### src/rtl/psat_pkg.sv
// ============================================================================
// psat_pkg: shared types and constants for the polygon collision core
// Holds the request and response words, sequencer states and the fixed sizes.
// ============================================================================
package psat_pkg;

   localparam int MaxVertices = 16;
   localparam int CntW        = $clog2(MaxVertices + 1);
   localparam int AddrW       = $clog2(2 * MaxVertices);
   localparam int NormOne     = 16384;

   typedef struct packed {
      logic        opcode;
      logic [15:0] pos_x;
      logic [15:0] pos_y;
      logic        last;
   } req_type;

   typedef struct packed {
      logic        hit;
      logic [16:0] depth;
      logic [15:0] normal_x;
      logic [15:0] normal_y;
      logic        edge_owner;
      logic [3:0]  edge_index;
   } rsp_type;

   typedef enum logic [3:0] {
      ST_IDLE,
      ST_EDGE_RD0,
      ST_EDGE_RD1,
      ST_EDGE_DIFF,
      ST_EDGE_LEN,
      ST_SQRT,
      ST_DIV_X,
      ST_DIV_Y,
      ST_PROJ_RD,
      ST_PROJ,
      ST_GAP,
      ST_NEXT,
      ST_DONE
   } state_type;

   // Handshake between sequencer and divider.
   typedef struct packed {
      logic        go;
      logic [38:0] num;
      logic [25:0] den;
   } div_req_type;

   typedef struct packed {
      logic        done;
      logic [14:0] quo;
   } div_rsp_type;

endpackage

### src/rtl/psat_sqrt.sv
// ============================================================================
// psat_sqrt: iterative integer square root
// Produces floor(sqrt(n)) of a 50-bit value, one result bit per cycle.
// ============================================================================
module psat_sqrt (
   input  logic        clock,
   input  logic        reset,
   input  logic        go,
   input  logic [49:0] n,
   output logic        done,
   output logic [24:0] root
);
   import psat_pkg::*;

   logic [25:0] rem_ff, rem_in;
   logic [49:0] src_ff, src_in;
   logic [24:0] res_ff, res_in;
   logic [4:0]  step_ff, step_in;
   logic        busy_ff, busy_in;
   logic        done_ff, done_in;
   logic [27:0] cur;
   logic [27:0] trial;

   always_comb begin
      rem_in  = rem_ff;
      src_in  = src_ff;
      res_in  = res_ff;
      step_in = step_ff;
      busy_in = busy_ff;
      done_in = 1'b0;
      // Trial subtraction of (4*root+1) against the remainder with the next
      // two bits of the operand brought in.
      cur   = {rem_ff, src_ff[49:48]};
      trial = {1'b0, res_ff, 2'b01};
      if (go) begin
         rem_in  = '0;
         src_in  = n;
         res_in  = '0;
         step_in = 5'd0;
         busy_in = 1'b1;
      end else if (busy_ff) begin
         src_in = src_ff << 2;
         if (cur >= trial) begin
            rem_in = 26'(cur - trial);
            res_in = {res_ff[23:0], 1'b1};
         end else begin
            rem_in = cur[25:0];
            res_in = {res_ff[23:0], 1'b0};
         end
         step_in = step_ff + 5'd1;
         if (step_ff == 5'd24) begin
            busy_in = 1'b0;
            done_in = 1'b1;
         end
      end
   end

   always_ff @(posedge clock) begin
      if (reset) begin
         busy_ff <= 1'b0;
         done_ff <= 1'b0;
      end else begin
         busy_ff <= busy_in;
         done_ff <= done_in;
      end
      rem_ff  <= rem_in;
      src_ff  <= src_in;
      res_ff  <= res_in;
      step_ff <= step_in;
   end

   assign done = done_ff;
   assign root = res_ff;

endmodule

### config.mk
export PLATFORM = sky130hd
export DESIGN_NAME = psat_sqrt
export DESIGN_NICKNAME = d
export VERILOG_FILES = /design/src/rtl/psat_pkg.sv /design/src/rtl/psat_sqrt.sv
export SDC_FILE = /design/constraint.sdc
export NUM_CORES = 1
export LEC_CHECK = 0
export ABC_AREA = 1
export BUFFER_PORTS_ARGS = -buffer_cell sky130_fd_sc_hd__buf_4
export CORE_AREA = 4 4 111 113
export DETAILED_ROUTE_END_ITERATION = 7
export DIE_AREA = 0 0 115 117
export PLACE_DENSITY = 0.78
export SLEW_MARGIN = 10
export SYNTH_ARGS = -nofsm -noshare
export SYNTH_HDL_FRONTEND = slang
export SYNTH_SLANG_ARGS = --single-unit
### constraint.sdc
create_clock -name clock -period 4.4 [get_ports clock]
set_input_delay 0.88 -clock clock [delete_from_list [all_inputs] [get_ports clock]]
set_output_delay 0.88 -clock clock [all_outputs]
set_load 0.03 [all_outputs]
==> summary.md <==
| Metric | Value |
|---|---|
| Post-synth top cells | 418 x nand2_1, 114 x inv_1, 58 x dfxtp_1 |
| Arr. time, crit path | 3040 ps |
| Worst Max-Slew Pin Slew | 818 ps |
| Initial antenna violation count | 0 |
| CTS max path bufs | 2 |
| Crit Path Max Fanout | 27 |
| Distinct cells, synth | 36 |
| Post-route ant nets | 0 |
| Layout Skew | 8.00 ps |
| P&R area growth vs syn | 14.4% |
| Synth Instances | 907 |
| Crit path largest cell delay | 460 ps |
| Number of synthesized flops with an enable pin | 50 |
| Total Wirelength | 14.9 mm |
| Max_slew headroom | 45.1% |
| Cell Chain, Critical Path | inv_1 > ha_1 > nand2_2 > nor2_4 > inv_2 > nor3_4 > nand3_4 > nand3_4 > nand2_1 > nand2_1 > nand2_1 > nand2_1 |
| TNS Setup | 0 ps |
| CORE AREA | 11300 sq um |
| Number of global-route vias before repair | 5391 |
| RSZ-0062 raised after global routing | no |
| Final min period | 2740 ps |
| Seq cells post-synth | 108 |
| Worst setup EP type | flip-flop |
| # clock sinks | 108 |
| Status | finished clean |
| Final Hold Viols | 0 |
| Syn_nets | 989 |
| Wirelength per Cell | 13.3 um |
| Count leader, synth | nand2_1 |
| H-tree lvl count | 3 |
| Max cap viols | 0 |
| Num CTS Buffers | 9 |
| YS warnings | 0 |
| Nets | 1057 |
| Largest net degree at the start of global routing | 56 |
| Final setup fails | 0 |
| Clock Tree Root | clkbuf_16 |
| Drt drc | 0 |
| Slowest stage cell, crit path | nand3_4 |
| Die Y-Extent | 117 um |
| Rows | 39 |
| Worst EP required | 4700 ps |
| Layout cells sized above 1 | 13.2% |
| Final Max Slew Viols | 0 |
| Starting Density | 56.9% |
| Top-area cell type share of the netlist area | 24.4% |
| DIE WIDTH | 115 um |
| First-pass GRT wire length | 24.8 mm |
| Vias/cell | 5.17 |
| Dominant synthesized flop cell | dfxtp_1 |
| Drt initial violations | 433 |
| Gr usage total | 22.7% |
| Asr flop ratio synth | 0% |
| Sequential element share of the synthesized area | 41.4% |
| Total grt overflow | 0 |
| CTS tree | built |
| WS Path Type | reg2reg |
| Average size of a mapped cell | 7.10 sq um |
| Number of vias in the routed layout | 5805 |
| Synth area leaders | nand2_1 24%, edfxtp_1 23%, dfxtp_1 18% |
| Die area | 13500 sq um |
| Dpl hpwl | 10.7 mm |
| GP Congestion | 0.927 |
| FMAX | 365 MHz |
| FILL cells | 1040 |
| Hold WC Path Type | reg2reg |
| Post-cts gate resize count | 0 |
| Worst skew pair latency | 350 ps |
| Mapped Area | 6440 sq um |
| Post-CTS Setup Inserts | 0 |
| Number of port buffers | 78 |
| Crit path top cell by count | nand2_1 |
| Num ports | 79 |
| Diodes inserted | 0 |
| Synth area leader | nand2_1 |
| Tcrit/Tclk final | 62.3% |
| Worst Setup Start Kind | flip-flop |
| Clock transition at path regs | 80 ps |
| Pre-antenna DRT Iters | 5 |
| Hold_buf cts | 0 |
==> through the flow <==
step	cells	util [%]	hold slack (ps)	setup slack [ps]	cell area, sq um
after global routing	1123	65.0	494	1420	7360
after floorplan	907	-	424	975	6440
final	1123	65.0	470	1660	7360
after detailed placement	1107	62.4	455	1410	7060
after CTS	1123	65.0	467	1680	7360
after global placement	1107	62.4	449	1430	7060
==> state kept, by name, indices dropped and copies added (netlist names) <==
name and flops:
src_ff 50, rem_ff 26, root 25, step_ff 5
busy_ff 1, done 1
==> placed cells by master (no fill, tap or decap), types with 2 or more instances in the layout <==
| cell type | synthesis | final |
|---|---|---|
| nand2_1 | 418 | 418 |
| inv_1 | 114 | 114 |
| buf_4 | 1 | 85 |
| dfxtp_1 | 58 | 58 |
| edfxtp_1 | 50 | 50 |
| nand3_1 | 39 | 39 |
| nand4_1 | 31 | 31 |
| nor2_1 | 30 | 30 |
| ha_1 | 29 | 29 |
| o22ai_1 | 24 | 24 |
| a21oi_1 | 19 | 19 |
| nand2_2 | 14 | 14 |
| xor2_1 | 10 | 10 |
| clkbuf_16 | 0 | 9 |
| o21ai_0 | 8 | 8 |
| nor2_2 | 6 | 6 |
| clkinv_1 | 4 | 5 |
| o21bai_1 | 5 | 5 |
| inv_2 | 3 | 4 |
| nand3b_1 | 3 | 3 |
| nor3_1 | 3 | 3 |
| a31oi_1 | 2 | 2 |
| nand3_4 | 2 | 2 |
| clkinvlp_4 | 0 | 2 |
==> area by class of cell <==
cell class,count,area [sq um],share of cell area (%)
Multi-Input combinational cell,650,3130,42.5
Sequential cell,108,2660,36.2
Timing Repair Buffer,85,638,8.67
Inverter,121,454,6.17
Clock buffer,9,225,3.06
Tap cell,143,179,2.43
Clock inverter,7,72.6,0.986
==> critical path: cells and delay by family (launching register included) <==
family | cells | cell delay, ps
DFF | 1 | 330
and+or+nand+nor | 9 | 1820
buffers and inverters | 2 | 120
adders and majority gates | 1 | 410
==> layer usage <==
layer	up-vias	global-route usage, %	wire length, um
met5	-	0	0
met4	0	7.51	247
met3	25	4.27	855
met2	165	36.9	6860
met1	2597	30.7	6970
li1	3018	-	-
==> path summary, 6_finish.rpt <==
check | from | end | cells past startpoint | slack, ps
worst max-delay path | root[18] | rem_ff[21] | 12 | 1660
worst min-delay path | rem_ff[25] | rem_ff[25] | 2 | 470
worst max register to register | root[18] | rem_ff[21] | 12 | 1660
worst min register to register | rem_ff[25] | rem_ff[25] | 2 | 470
==> logic make-up after synthesis <==
kind of cell               synth area share (%)
xor gates and xnor gates                   1.36
buffers and inverters                      10.0
AOI/OAI and AO/OA                          5.58
DFF                                        41.4
and+or+nand+nor                            36.0
adders and majority gates                  5.64
Power is left out: the tool's default activity adds up to more than one toggle a clock period on the data nets, which glitch-free logic cannot reach.
