<file path="config.mk">
export PLATFORM = sky130hd
export DESIGN_NAME = psat_div
export DESIGN_NICKNAME = d
export VERILOG_FILES = /design/src/rtl/psat_pkg.sv /design/src/rtl/psat_div.sv
export SDC_FILE = /design/constraint.sdc
export NUM_CORES = 1
export LEC_CHECK = 0
export ABC_AREA = 1
export CAP_MARGIN = 20
export CORE_ASPECT_RATIO = 0.5
export CORE_UTILIZATION = 41
export DETAILED_ROUTE_END_ITERATION = 10
export DONT_BUFFER_PORTS = 1
export PLACE_DENSITY = 0.57
export SLEW_MARGIN = 20
export SYNTH_ARGS = -nofsm -noshare
export SYNTH_HDL_FRONTEND = slang
export SYNTH_SLANG_ARGS = --single-unit
</file>
<file path="constraint.sdc">
create_clock -name clock -period 2.4 [get_ports clock]
set_input_delay 0.36 -clock clock [delete_from_list [all_inputs] [get_ports clock]]
set_output_delay 0.36 -clock clock [all_outputs]
set_load 0.005 [all_outputs]
</file>
<file path="src/rtl/psat_pkg.sv">
// ============================================================================
// psat_pkg: shared types and constants for the polygon collision core
// Holds the request and response words, sequencer states and the fixed sizes.
// ============================================================================
package psat_pkg;

   localparam int MaxVertices = 16;
   localparam int CntW        = $clog2(MaxVertices + 1);
   localparam int AddrW       = $clog2(2 * MaxVertices);
   localparam int NormOne     = 16384;

   typedef struct packed {
      logic        opcode;
      logic [15:0] pos_x;
      logic [15:0] pos_y;
      logic        last;
   } req_type;

   typedef struct packed {
      logic        hit;
      logic [16:0] depth;
      logic [15:0] normal_x;
      logic [15:0] normal_y;
      logic        edge_owner;
      logic [3:0]  edge_index;
   } rsp_type;

   typedef enum logic [3:0] {
      ST_IDLE,
      ST_EDGE_RD0,
      ST_EDGE_RD1,
      ST_EDGE_DIFF,
      ST_EDGE_LEN,
      ST_SQRT,
      ST_DIV_X,
      ST_DIV_Y,
      ST_PROJ_RD,
      ST_PROJ,
      ST_GAP,
      ST_NEXT,
      ST_DONE
   } state_type;

   // Handshake between sequencer and divider.
   typedef struct packed {
      logic        go;
      logic [38:0] num;
      logic [25:0] den;
   } div_req_type;

   typedef struct packed {
      logic        done;
      logic [14:0] quo;
   } div_rsp_type;

endpackage

</file>
<file path="src/rtl/psat_div.sv">
// ============================================================================
// psat_div: iterative restoring divider
// Quotient of a 39-bit numerator by a 26-bit divisor, saturated to NormOne.
// ============================================================================
module psat_div (
   input  logic                      clock,
   input  logic                      reset,
   input  psat_pkg::div_req_type     dreq,
   output psat_pkg::div_rsp_type     drsp
);
   import psat_pkg::*;

   logic [25:0] rem_ff, rem_in;
   logic [38:0] num_ff, num_in;
   logic [25:0] den_ff, den_in;
   logic [38:0] quo_ff, quo_in;
   logic [5:0]  step_ff, step_in;
   logic        busy_ff, busy_in;
   logic        done_ff, done_in;
   logic [26:0] shifted;

   always_comb begin
      rem_in  = rem_ff;
      num_in  = num_ff;
      den_in  = den_ff;
      quo_in  = quo_ff;
      step_in = step_ff;
      busy_in = busy_ff;
      done_in = 1'b0;
      shifted = {rem_ff, num_ff[38]};
      if (dreq.go) begin
         rem_in  = '0;
         num_in  = dreq.num;
         den_in  = dreq.den;
         quo_in  = '0;
         step_in = '0;
         busy_in = 1'b1;
      end else if (busy_ff) begin
         num_in = num_ff << 1;
         if (shifted >= {1'b0, den_ff}) begin
            rem_in = 26'(shifted - {1'b0, den_ff});
            quo_in = {quo_ff[37:0], 1'b1};
         end else begin
            rem_in = shifted[25:0];
            quo_in = {quo_ff[37:0], 1'b0};
         end
         step_in = step_ff + 6'd1;
         if (step_ff == 6'd38) begin
            busy_in = 1'b0;
            done_in = 1'b1;
         end
      end
   end

   always_ff @(posedge clock) begin
      if (reset) begin
         busy_ff <= 1'b0;
         done_ff <= 1'b0;
      end else begin
         busy_ff <= busy_in;
         done_ff <= done_in;
      end
      rem_ff  <= rem_in;
      num_ff  <= num_in;
      den_ff  <= den_in;
      quo_ff  <= quo_in;
      step_ff <= step_in;
   end

   assign drsp.done = done_ff;
   assign drsp.quo  = (quo_ff > 39'(NormOne)) ? 15'(NormOne) : quo_ff[14:0];

endmodule

</file>
==> key figures <==
Yosys
  – Number of nets in the synthesized netlist: 1,104
  – Gate count of the mapped netlist: 1,007
  – Mean instance size in the synthesized netlist: 7.43 um2
  – Post-synth top flop: dfxtp_1
  – Library cell with the largest summed area after synthesis: edfxtp_1
  – Top cells by area, synth: edfxtp_1 26%, dfxtp_1 20%, nand2_1 18%
  – Post-synth ARST share: 0%
  – Area of the mapped netlist: 0.00748 mm2
  – Share of the synthesized area in the top cell type: 26.1%
  – Register area share after synthesis: 45.6%
  – EDFF count, synth: 65
  – Cell with the most instances after synthesis: nand2_1
  – Post-synthesis cell type count: 36
  – Number of warnings printed during yosys synthesis: 0
  – Most used standard cells in the synthesized netlist: 358 x nand2_1, 176 x inv_1, 73 x dfxtp_1, 65 x edfxtp_1, 54 x nand3_1
  – Number of synthesized register bits: 138

Cells and area
  – Area occupied by multi-input gates: 0.00322 mm2
  – Layout cells sized above 1: 8.73%
  – Number of nets in the layout: 1,115
  – Post-route cell area: 0.00839 mm2
  – Diodes inserted: 0
  – Layout overhead on the synthesized area: 12.3%
  – Filler Cell Count: 1,790
  – Storage cell area: 0.00341 mm2
  – Final Instance Count excl. Fillers: 1,265

Route
  – First-iteration detailed-routing DRC count: 459
  – Number of routed nets with antenna violations: 0
  – Post-DR wirelength/cell: 14.1 um
  – Post-detailed-route via-to-cell ratio: 4.87
  – Number of optimization iterations in the first detailed-route pass: 10
  – Routed vias: 6,164
  – DRC violation count after routing: 2
  – Total Routed Length: 17,900 um

Worst hold path
  – Worst hold-check path type: in2reg

GRT
  – GR Util All Layers: 20.2%
  – Met1 Track Usage GR: 28.5%
  – Fraction of met2 tracks used by global routing: 30.9%
  – Vias in the first global route: 5,960
  – Grt ovf: 0
  – Pin count of the biggest net entering global routing: 71
  – Initial antenna violation count: 0
  – GR Util met3: 4.30%
  – Most used routing layer: met2
  – Wire length of the first global-routing pass: 29,500 um

Clocking
  – Reg clk slew, reported paths: 0.07 ns
  – H-tree depth reported by CTS: 4
  – Clock root buffer master: clkbuf_16
  – TritonCTS Sinks: 138
  – Max Buffers Root-to-Sink: 2
  – Source-to-sink clock delay at the later pin of the worst-skew pair: 0.42 ns
  – Clock tree from TritonCTS: done
  – Number of clock buffers inserted by TritonCTS: 17

Timing
  – Final worst clock skew: 0.0123 ns
  – Final Hold Viols: 0
  – Worst slew margin: 57.1%
  – Maximum clock frequency: 462 MHz
  – Total Negative Setup Slacks: 0 ns
  – Slew at the pin closest to its max-slew limit: 0.643 ns
  – Time the worst path needs with I/O delays and setup: 2.17 ns
  – Period Utilization, post-route: 90.2%
  – Pins over their slew limit: 0
  – Unrepaired setup endpoints after global routing: false
  – Final Setup Violations: 0

Status
  – Failing checks: DRC
  – Run status: finished, violations left

Critical path
  – Critical path startpoint category: flip-flop
  – Crit end category: flip-flop
  – R2R cell count: 14
  – Slack of the worst reg-to-reg path: 0.23 ns
  – Worst R2R Start: num_ff[38]$_DFFE_PP_
  – Origin of the worst setup path: num_ff[38]$_DFFE_PP_
  – Data required time at the worst endpoint: 2.72 ns
  – Data arrival at the endpoint of the critical path: 2.48 ns
  – Destination of the worst register-to-register timing path: rem_ff[16]$_SDFFE_PP0P_
  – Classification of the worst setup path: reg2reg
  – Crit-path max FO: 4
  – Setup crit end: rem_ff[16]$_SDFFE_PP0P_

Power
  – Leakage power of the design: 4.05 nW
  – Cell area power density: 664 mW/mm2
  – Maximum vdd drop: 0.546 mV

Placed design
  – RD Place Congestion: 0.951
  – Placed cell count: 1,226
  – Port Buffers: 0
  – Placed instance area: 0.00776 mm2
  – Post-detailed-placement half-perimeter wirelength: 12,600 um

Floorplan
  – Die area: 0.0188 mm2
  – Die width: 193 um
  – I/O pin count: 84
  – Standard-cell rows: 34
  – Effective utilization at floorplan: 42.5%
  – Core Box Area: 0.0176 mm2
  – Die Y-Extent: 97.5 um

Job
  – Number of max-capacitance violations reported: 0
==> placed cells by master (no fill, tap or decap), types with 5 or more instances in the layout <==
master     Yosys  routed
a21oi_1       16      16
buf_4          1      20
clkbuf_16      0      19
dfxtp_1       73      73
edfxtp_1      65      65
ha_1          28      28
inv_1        176     175
inv_2         11      12
nand2_1      358     357
nand3_1       54      54
nand3_2        9       9
nand4_1       37      37
nor2_1        50      49
nor2_2         7       8
nor3_1         5       5
o21ai_0       13      13
o21ai_1        7       7
o22ai_1       37      37
xnor2_1       11      11
==> flip-flops by register name, indices dropped and copies added, names as in the netlist <==
register,flops
num_ff,39
quo_ff,39
den_ff,26
rem_ff,26
step_ff,6
busy_ff,1
done_ff,1
==> metrics by stage <==
step	worst slack, ns	hold WS (ns)	util, %	total power, mW
floorplan	0.379	0.429	-	2.98
global placement	0.146	0.445	44.1	3.07
detailed placement	0.107	0.443	44.1	3.07
CTS	0.109	0.0125	47.4	5.63
global route	0.0267	0.00615	47.7	5.79
finish	0.235	0.0253	47.7	5.57
==> critical path, cell delays in order, from the launching register on <==
cell      delay (ns)
edfxtp_1        0.37
inv_1           0.09
ha_1            0.20
inv_1           0.10
fa_2            0.39
nand2_1         0.08
nand3_1         0.08
nand3_1         0.09
nand2_2         0.12
nand2_1         0.08
nand2_1         0.08
xnor2_1         0.15
nand2_1         0.10
nand3_1         0.09
nand2_1         0.05
==> worst min path at each step <==
stage,from,to,slack (ns),cells past startpoint
after floorplan,quo_ff[38]$_SDFFE_PP0P_,quo_ff[38]$_SDFFE_PP0P_,0.43,2
after global placement,reset,done_ff$_SDFF_PP0_,0.44,1
after detailed placement,reset,done_ff$_SDFF_PP0_,0.44,1
after CTS,dreq[22],den_ff[22]$_DFFE_PP_,0.01,0
after global routing,dreq[22],den_ff[22]$_DFFE_PP_,0.006,0
final,dreq[22],den_ff[22]$_DFFE_PP_,0.03,0
==> what timing repair did <==
item                                    4_1_cts  5_1_grt
hold buffers                                  1        0
hold endpoints to repair                      1        0
endpoints found under the setup margin        0        8
resized for setup                             0        3
buffers inserted                              0        6
==> cell families (layout without fill, tap and decap cells) <==
group                    after synthesis  after routing  synth area share [%]
AND/OR/NAND/NOR                      534            534                  30.8
buffers and inverters                219            243                  11.3
flip-flops                           138            138                  45.6
AO/OA/AOI/OAI                         75             75                  5.82
adder cells (fa/ha/maj)               29             29                  4.95
XOR/XNOR                              12             12                  1.41
==> final cells by class <==
cell class                 count  area share (%)
sequential                   138            40.7
clock buffer                  22            5.81
multi-input combinational    650            38.4
inverter                     188            8.41
timing repair buffer          23            2.28
clock inverter                10           0.939
tap                          234            3.49
==> where the power goes <==
| part | switching, mW | internal [mW] | leakage (nW) |
|---|---|---|---|
| Combinational | 0.271 | 0.129 | 2.53 |
| Clock | 1.08 | 1.47 | 0.285 |
| Sequential | 0.0319 | 2.59 | 1.24 |
==> routing by layer <==
layer	wire, um	vias to the layer above	part of all wire (%)
met1	8910	2775	50
li1	-	3225	-
met5	0	-	0
met4	147	0	0.82
met3	941	16	5.3
met2	7860	148	44
(Power assumes the default switching activity.)
