--- config.mk ---
export PLATFORM = sky130hd
export DESIGN_NAME = psat_ram
export DESIGN_NICKNAME = d
export VERILOG_FILES = /design/src/rtl/psat_ram.sv
export SDC_FILE = /design/constraint.sdc
export NUM_CORES = 1
export LEC_CHECK = 0
export BUFFER_PORTS_ARGS = -buffer_cell sky130_fd_sc_hd__buf_2
export CORE_MARGIN = 2
export CORE_UTILIZATION = 59
export DETAILED_ROUTE_END_ITERATION = 7
export PLACE_DENSITY_LB_ADDON = 0.08
export SLEW_MARGIN = 20
export SYNTH_ARGS = -nofsm -noshare
export SYNTH_HDL_FRONTEND = slang
export SYNTH_SLANG_ARGS = --single-unit
--- constraint.sdc ---
create_clock -name clock -period 5.5 [get_ports clock]
set_clock_uncertainty 0.1 [all_clocks]
set_input_delay 0.55 -clock clock [delete_from_list [all_inputs] [get_ports clock]]
set_output_delay 0.55 -clock clock [all_outputs]
set_load 0.05 [all_outputs]
--- src/rtl/psat_ram.sv ---
// ============================================================================
// psat_ram: generic single-port RAM
// One write or one read each cycle; the read data is registered.
// ============================================================================
module psat_ram #(
   parameter int Width = 32,
   parameter int Depth = 32
) (
   input  logic                     clock,
   input  logic                     wr_en,
   input  logic [$clog2(Depth)-1:0] addr,
   input  logic [Width-1:0]         wr_data,
   output logic [Width-1:0]         rd_data
);

   logic [Width-1:0] mem_ff [Depth];
   logic [Width-1:0] rd_data_ff;

   always_ff @(posedge clock) begin
      if (wr_en) begin
         mem_ff[addr] <= wr_data;
      end
      rd_data_ff <= mem_ff[addr];
   end

   assign rd_data = rd_data_ff;

endmodule

==> summary.md, run 1 <==
### Outcome
* outcome: finished clean

### STA
* setup repair after global routing missed its margin: no
* actual transition at the worst max-transition pin: 1.07 ns
* number of endpoints failing setup at the final stage: 0
* Max transition margin: 28.2%
* Final Max Tran Viols: 0
* final total negative setup slack: 0 ns
* Final Hold Viols: 0
* Final min period: 3.03 ns
* period utilization: 55.1%
* highest attainable clock frequency: 330 MHz
* hold slack final: 0.306 ns

### Synth
* Synth Cell Area: 39,700 sq um
* sequential element share of the synthesized area: 79.0%
* register bit count reported by yosys: 1,056
* count of distinct cell types in the synthesized netlist: 23
* net count after synthesis: 2,146
* Synthesis Warnings: 0
* average footprint of a synthesized cell: 18.9 sq um
* post-synthesis cell count: 2,107

### Place
* DP Area: 41,500 sq um
* Port Buffers: 70
* estimated wirelength of the detail-placed design: 56.6 mm
* gpl congestion: 0.827

### Min path
* hold-critical path endpoint: mem_ff[1][26]$_DFFE_PP_
* hold path depth: 1
* class of the tightest hold or removal check: input pin to register
* Hold Path Origin: wr_data[26]

### Die
* I/O pin total: 71
* width of the die: 264 microns
* placeable core region: 66,900 sq um
* initial core utilization: 59.4%
* Total Die Area: 69,500 sq um
* Placement Rows: 95
* Die Y-Extent: 264 microns

### Clock network
* buffer cell driving the clock tree root: sky130_fd_sc_hd__clkbuf_16
* clock tree from TritonCTS: built
* maximum level of the CTS H-tree: 3
* clock slew seen by the registers of the worst setup and hold paths: 0.06 ns
* number of setup buffers added after CTS: 0
* buffers from clock root to sink, at most: 3
* Worst-Skew Late Latency: 0.66 ns
* # hold bufs at CTS: 0
* number of buffers created by CTS: 103
* clock sink count: 1,056
* number of resized instances in the post-cts repair step: 0

### Cells and area
* ANT cells: 0
* post-route design area: 45,000 sq um
* register area: 31,400 sq um
* number of filler cells placed in the layout: 4,389
* most common library cell in the layout ignoring fill and taps: sky130_fd_sc_hd__edfxtp_1
* most frequent cells in the layout: sky130_fd_sc_hd__edfxtp_1, sky130_fd_sc_hd__mux2i_1, sky130_fd_sc_hd__o22ai_1
* final layout net count: 2,262
* layout cell share with drive strength beyond 1: 14.4%
* area occupied by multi-input gates: 7890 sq um
* Area growth, synth to finish: 13.1%

### Power
* static leakage: 15.6 nW
* power per cell area: 374 nW/um^2
* Max IR drop VDD: 0.000316 V

### Critical path
* critical path data required time: 5.75 ns
* top fanout value on the critical path: 68
* internal reg-to-reg setup slack: 3.58 ns
* type of destination of the critical path: register
* kind of start point of the critical path: input pin
* type of the setup path with the least slack: input pin to register
* worst-path cell chain: buf_8 > nand3_1 > nor2_4 > buf_4
* number of cells on the worst reg-to-reg path: 4
* Critical R2R Launch: mem_ff[22][19]$_DFFE_PP_
* Slowest-stage cell, CP: sky130_fd_sc_hd__nor2_4
* Arr. time, crit path: 3.28 ns
* endpoint of the worst-slack reg-to-reg timing path: rd_data[19]$_DFF_P_
* launching element of the worst setup path: addr[1]
* Largest stage delay, worst path: 0.96 ns

### Routing
* Initial DRT Pass Iterations: 7
* Final ANT Viol Nets: 0
* vias per inst: 6.39
* vias post-DR: 20,344
* routed length per instance: 29.9 microns
* number of design-rule violations left by the first detailed-router iteration: 2,404
* remaining routing DRC violations: 0
* total wire length: 95.2 mm

### GRT
* grt ovf: 0
* initial antenna violation count: 2
* global router's overall resource usage: 27.6%
* global-route wire length before repair: 138 mm
* maximum number of pins on one net before global-route repair: 87
* via count of the first global-routing pass: 20,061

### Job
* max-cap violations: 0

-- where the power goes --
group | internal (mW) | switching (mW) | total, mW
combinational | 0.237 | 0.616 | 0.852
sequential | 8.95 | 0.0504 | 9.00
clock | 4.04 | 2.91 | 6.94
-- critical path: cells and delay by family --
family                 cells  cell delay [ns]
buffers and inverters      2             0.89
and+or+nand+nor            2             1.71
-- logic make-up after synthesis --
logic type / Yosys count / share of synthesized area (%)
AO/OA/AOI/OAI: 256 / 4.03
buffers and inverters: 126 / 1.82
flip-flops: 1056 / 79.0
multiplexers: 512 / 12.9
AND/OR/NAND/NOR: 157 / 2.27
-- Yosys cell counts --
master	count	area [sq um]
sky130_fd_sc_hd__buf_1	1	3.75
sky130_fd_sc_hd__buf_2	81	405
sky130_fd_sc_hd__buf_4	2	15.0
sky130_fd_sc_hd__buf_6	19	214
sky130_fd_sc_hd__clkbuf_1	23	86.3
sky130_fd_sc_hd__dfxtp_1	32	641
sky130_fd_sc_hd__edfxtp_1	1024	30700
sky130_fd_sc_hd__mux2i_1	512	5120
sky130_fd_sc_hd__nand2_1	34	128
sky130_fd_sc_hd__nand3_1	2	10.0
sky130_fd_sc_hd__nand3b_1	4	30.0
sky130_fd_sc_hd__nand4_1	1	6.26
sky130_fd_sc_hd__nand4b_1	4	35.0
sky130_fd_sc_hd__nand4bb_1	6	67.6
sky130_fd_sc_hd__nor2_1	29	109
sky130_fd_sc_hd__nor3_1	4	20.0
sky130_fd_sc_hd__nor4_1	64	400
sky130_fd_sc_hd__o22ai_1	256	1600
sky130_fd_sc_hd__or3_1	1	6.26
sky130_fd_sc_hd__or3b_2	3	26.3
sky130_fd_sc_hd__or4_4	1	11.3
sky130_fd_sc_hd__or4b_1	1	10.0
sky130_fd_sc_hd__or4b_4	3	41.3
-- area by class of cell --
cell class,instances,share of cell area (%)
clock buffers,158,6.66
clock inverters,35,0.832
multi-input cells,925,17.5
flip-flops and latches,1056,69.8
well taps,873,2.43
repair buffers,137,2.72
-- flip-flops by register name, summed over array words and instances (netlist names) --
name / cells
rd_data: 32
mem_ff: 1024
-- stage by stage --
step / power (mW) / util (%) / worst slack (ns) / cells
6_report: 16.8 / 67.2 / 2.47 / 3184
4_1_cts: 16.9 / 67.1 / 2.51 / 3181
2_1_floorplan: 9.65 / - / 1.18 / 2107
3_5_place_dp: 10.0 / 62.0 / 1.82 / 2988
3_3_place_gp: 10.0 / 61.5 / 1.87 / 2972
5_1_grt: 17.2 / 67.2 / 2.38 / 3184
-- how the worst max path moves through the flow --
stage	to	cells after the start	slack, ns
2_1_floorplan	mem_ff[27][0]$_DFFE_PP_	6	1.18
3_3_place_gp	mem_ff[31][8]$_DFFE_PP_	3	1.87
3_5_place_dp	mem_ff[19][12]$_DFFE_PP_	4	1.82
4_1_cts	mem_ff[19][16]$_DFFE_PP_	4	2.51
5_1_grt	mem_ff[18][21]$_DFFE_PP_	4	2.38
6_report	mem_ff[19][16]$_DFFE_PP_	4	2.47
-- routing by layer --
metal | routed length [microns] | global-route usage, %
met1 | 39100 | 38.7
met2 | 46600 | 45.2
met3 | 6800 | 4.18
met4 | 2730 | 8.51
met5 | 0 | 0
No activity file was read; power rests on OpenSTA's default activity.
==> run 2, diff against run 1 <==
--- a/config.mk
+++ b/config.mk
@@ -5,6 +5,7 @@
 export SDC_FILE = /design/constraint.sdc
 export NUM_CORES = 1
 export LEC_CHECK = 0
+export ABC_AREA = 1
 export BUFFER_PORTS_ARGS = -buffer_cell sky130_fd_sc_hd__buf_2
 export CORE_MARGIN = 2
 export CORE_UTILIZATION = 59
==> constraint.sdc (replaced) <==
create_clock -name clock -period 2.8 [get_ports clock]
set_clock_uncertainty 0.1 [all_clocks]
set_input_delay 0.28 -clock clock [delete_from_list [all_inputs] [get_ports clock]]
set_output_delay 0.28 -clock clock [all_outputs]
set_load 0.05 [all_outputs]
==> summary.md, run 2 <==
### STA
* Final min period: 1.92 ns
* final total negative setup slack: 0 ns
* period utilization: 68.5%
* Final Hold Viols: 0
* setup repair after global routing missed its margin: no
* Final Worst Setup Slack: 0.882 ns
* Max transition margin: 48.4%
* number of endpoints failing setup at the final stage: 0
* actual transition at the worst max-transition pin: 0.773 ns
* Final Max Tran Viols: 0
* highest attainable clock frequency: 521 MHz

### Critical path
* launching element of the worst setup path: rd_data[6]$_DFF_P_
* critical path data required time: 2.42 ns
* Largest stage delay, worst path: 0.53 ns
* top fanout value on the critical path: 1
* buffer and inverter count on the worst path: 1
* cell family with most CP delay: flip-flops
* kind of start point of the critical path: register
* worst-path cell chain: buf_2
* Arr. time, crit path: 1.54 ns
* type of the setup path with the least slack: register to output pin
* number of cells on the worst reg-to-reg path: 8
* critical path capture point: rd_data[6]
* internal reg-to-reg setup slack: 1.41 ns
* endpoint of the worst-slack reg-to-reg timing path: rd_data[30]$_DFF_P_
* Critical R2R Launch: mem_ff[22][30]$_DFFE_PP_
* critical path depth in cells: 1
* type of destination of the critical path: output pin
* Slowest-stage cell, CP: sky130_fd_sc_hd__dfxtp_1

### GRT
* global-route wire length before repair: 167 mm
* global router's overall resource usage: 30.1%
* initial antenna violation count: 4
* maximum number of pins on one net before global-route repair: 138
* via count of the first global-routing pass: 26,774
* grt ovf: 0

### Synth
* EDFF count, synth: 1,024
* register bit count reported by yosys: 1,056
* Synthesis Warnings: 0
* count of distinct cell types in the synthesized netlist: 13
* largest cells by area after synthesis: sky130_fd_sc_hd__edfxtp_1, sky130_fd_sc_hd__nand2_1, sky130_fd_sc_hd__dfxtp_1, sky130_fd_sc_hd__clkbuf_1, sky130_fd_sc_hd__nor2_1
* list of most frequent post-synthesis cells: sky130_fd_sc_hd__nand2_1, sky130_fd_sc_hd__edfxtp_1, sky130_fd_sc_hd__clkbuf_1
* average footprint of a synthesized cell: 10.5 sq um
* asr flop ratio synth: 0%
* Synth Cell Area: 42,900 sq um
* sequential element share of the synthesized area: 73.1%
* net count after synthesis: 4,130
* predominant post-synthesis flop cell: sky130_fd_sc_hd__edfxtp_1
* most frequent cell after synthesis: sky130_fd_sc_hd__nand2_1
* post-synthesis cell count: 4,091
* cell type with the largest total area after synthesis: sky130_fd_sc_hd__edfxtp_1
* fraction of synthesized cell area taken by the top area cell type: 71.7%

### Die
* width of the die: 274 microns
* I/O pin total: 71
* Placement Rows: 98
* initial core utilization: 59.8%
* Die Y-Extent: 274 microns
* placeable core region: 71,700 sq um
* Total Die Area: 74,900 sq um

### Power
* static leakage: 20.1 nW
* power per cell area: 696 nW/um^2
* Power, Total: 33.6 mW
* Max IR drop VDD: 0.000570 V

### Routing
* vias post-DR: 28,300
* total wire length: 111 mm
* Initial DRT Pass Iterations: 5
* routed length per instance: 21.4 microns
* remaining routing DRC violations: 0
* Final ANT Viol Nets: 0
* number of design-rule violations left by the first detailed-router iteration: 3,110
* vias per inst: 5.44

### Place
* worst setup timing slack at the placement stage: 0.584 ns
* DP Area: 44,900 sq um
* gpl congestion: 0.806
* estimated wirelength of the detail-placed design: 58.0 mm
* Port Buffers: 70

### Job
* max-cap violations: 0

### Min path
* class of the tightest hold or removal check: input pin to register

### Clock network
* # hold bufs at CTS: 0
* number of resized instances in the post-cts repair step: 0
* maximum level of the CTS H-tree: 3
* clock sink count: 1,056
* Worst-Skew Late Latency: 0.65 ns
* number of buffers created by CTS: 106
* buffer cell driving the clock tree root: sky130_fd_sc_hd__clkbuf_16
* clock slew seen by the registers of the worst setup and hold paths: 0.06 ns
* buffers from clock root to sink, at most: 3
* clock tree from TritonCTS: built
* number of setup buffers added after CTS: 0

### Cells and area
* number of filler cells placed in the layout: 5,370
* post-route design area: 48,400 sq um
* layout cell share with drive strength beyond 1: 8.24%
* number of flip-flops under the largest register name: 1,024
* final layout net count: 4,198
* Area growth, synth to finish: 12.7%
* Layout Utilization: 67.4%
* most common library cell in the layout ignoring fill and taps: sky130_fd_sc_hd__nand2_1
* Top reg by flops: mem_ff
* most frequent cells in the layout: sky130_fd_sc_hd__nand2_1, sky130_fd_sc_hd__edfxtp_1, sky130_fd_sc_hd__clkbuf_16

### Outcome
* outcome: finished clean

[run 2: cell count changes after synthesis, sizes merged, moves of 6 or more]
cell / before / now
nor4: 64 / 0
nand4bb: 6 / 0
nand2: 34 / 2720
clkbuf: 23 / 118
nor2: 29 / 96
o22ai: 256 / 0
mux2i: 512 / 0
buf: 103 / 76
inv: 0 / 12
[run 2: cell families (layout without fill, tap and decap cells)]
family | Yosys count | count (layout) | share of synthesized area (%)
buffers and inverters | 207 | 366 | 2.01
flip-flops | 1056 | 1056 | 73.1
other | 0 | 3 | 0
AND/OR/NAND/NOR | 2828 | 2828 | 24.9
[run 2: worst min path at each step]
stage / depth (start not counted) / slack [ns] / startpoint / end
3_5_place_dp: 8 / 0.59 / mem_ff[4][21]$_DFFE_PP_ / rd_data[21]$_DFF_P_
3_3_place_gp: 8 / 0.57 / mem_ff[4][21]$_DFFE_PP_ / rd_data[21]$_DFF_P_
6_report: 1 / 0.04 / wr_data[17] / mem_ff[4][17]$_DFFE_PP_
2_1_floorplan: 0 / 0.28 / wr_data[0] / mem_ff[0][0]$_DFFE_PP_
4_1_cts: 1 / 0.02 / wr_data[8] / mem_ff[27][8]$_DFFE_PP_
5_1_grt: 1 / 0.06 / wr_data[15] / mem_ff[5][15]$_DFFE_PP_
[run 2: through the flow]
stage,std cells,hold WS [ns]
2_1_floorplan,4091,0.279
3_3_place_gp,5001,0.575
3_5_place_dp,5001,0.586
4_1_cts,5200,0.0200
5_1_grt,5202,0.0567
6_report,5203,0.0445
[run 2: power breakdown]
| group | internal (mW) | switching, mW |
|---|---|---|
| clock | 8.11 | 5.77 |
| combinational | 0.465 | 1.62 |
| sequential | 17.6 | 0.0876 |
[run 2: final cells by class]
type / instances / area, sq um / area share (%)
sequential: 1056 / 31400 / 64.9
multi-input combinational: 2828 / 11000 / 22.7
clock buffer: 160 / 3040 / 6.29
timing repair buffer: 154 / 1340 / 2.77
tap: 950 / 1190 / 2.46
clock inverter: 39 / 370 / 0.766
inverter: 13 / 63.8 / 0.132
antenna: 3 / 7.51 / 0.0155
[run 2: per-layer routing]
metal  track usage [%]  wire length, microns  part of all wire (%)  up-vias
met5                 0                     0                     0        -
met4              10.6                  3730                   3.4        0
met3              3.52                  7980                   7.2      192
met2              50.2                 54400                    49     1129
met1              41.5                 45100                    41    13585
li1                  -                     -                     -    13394
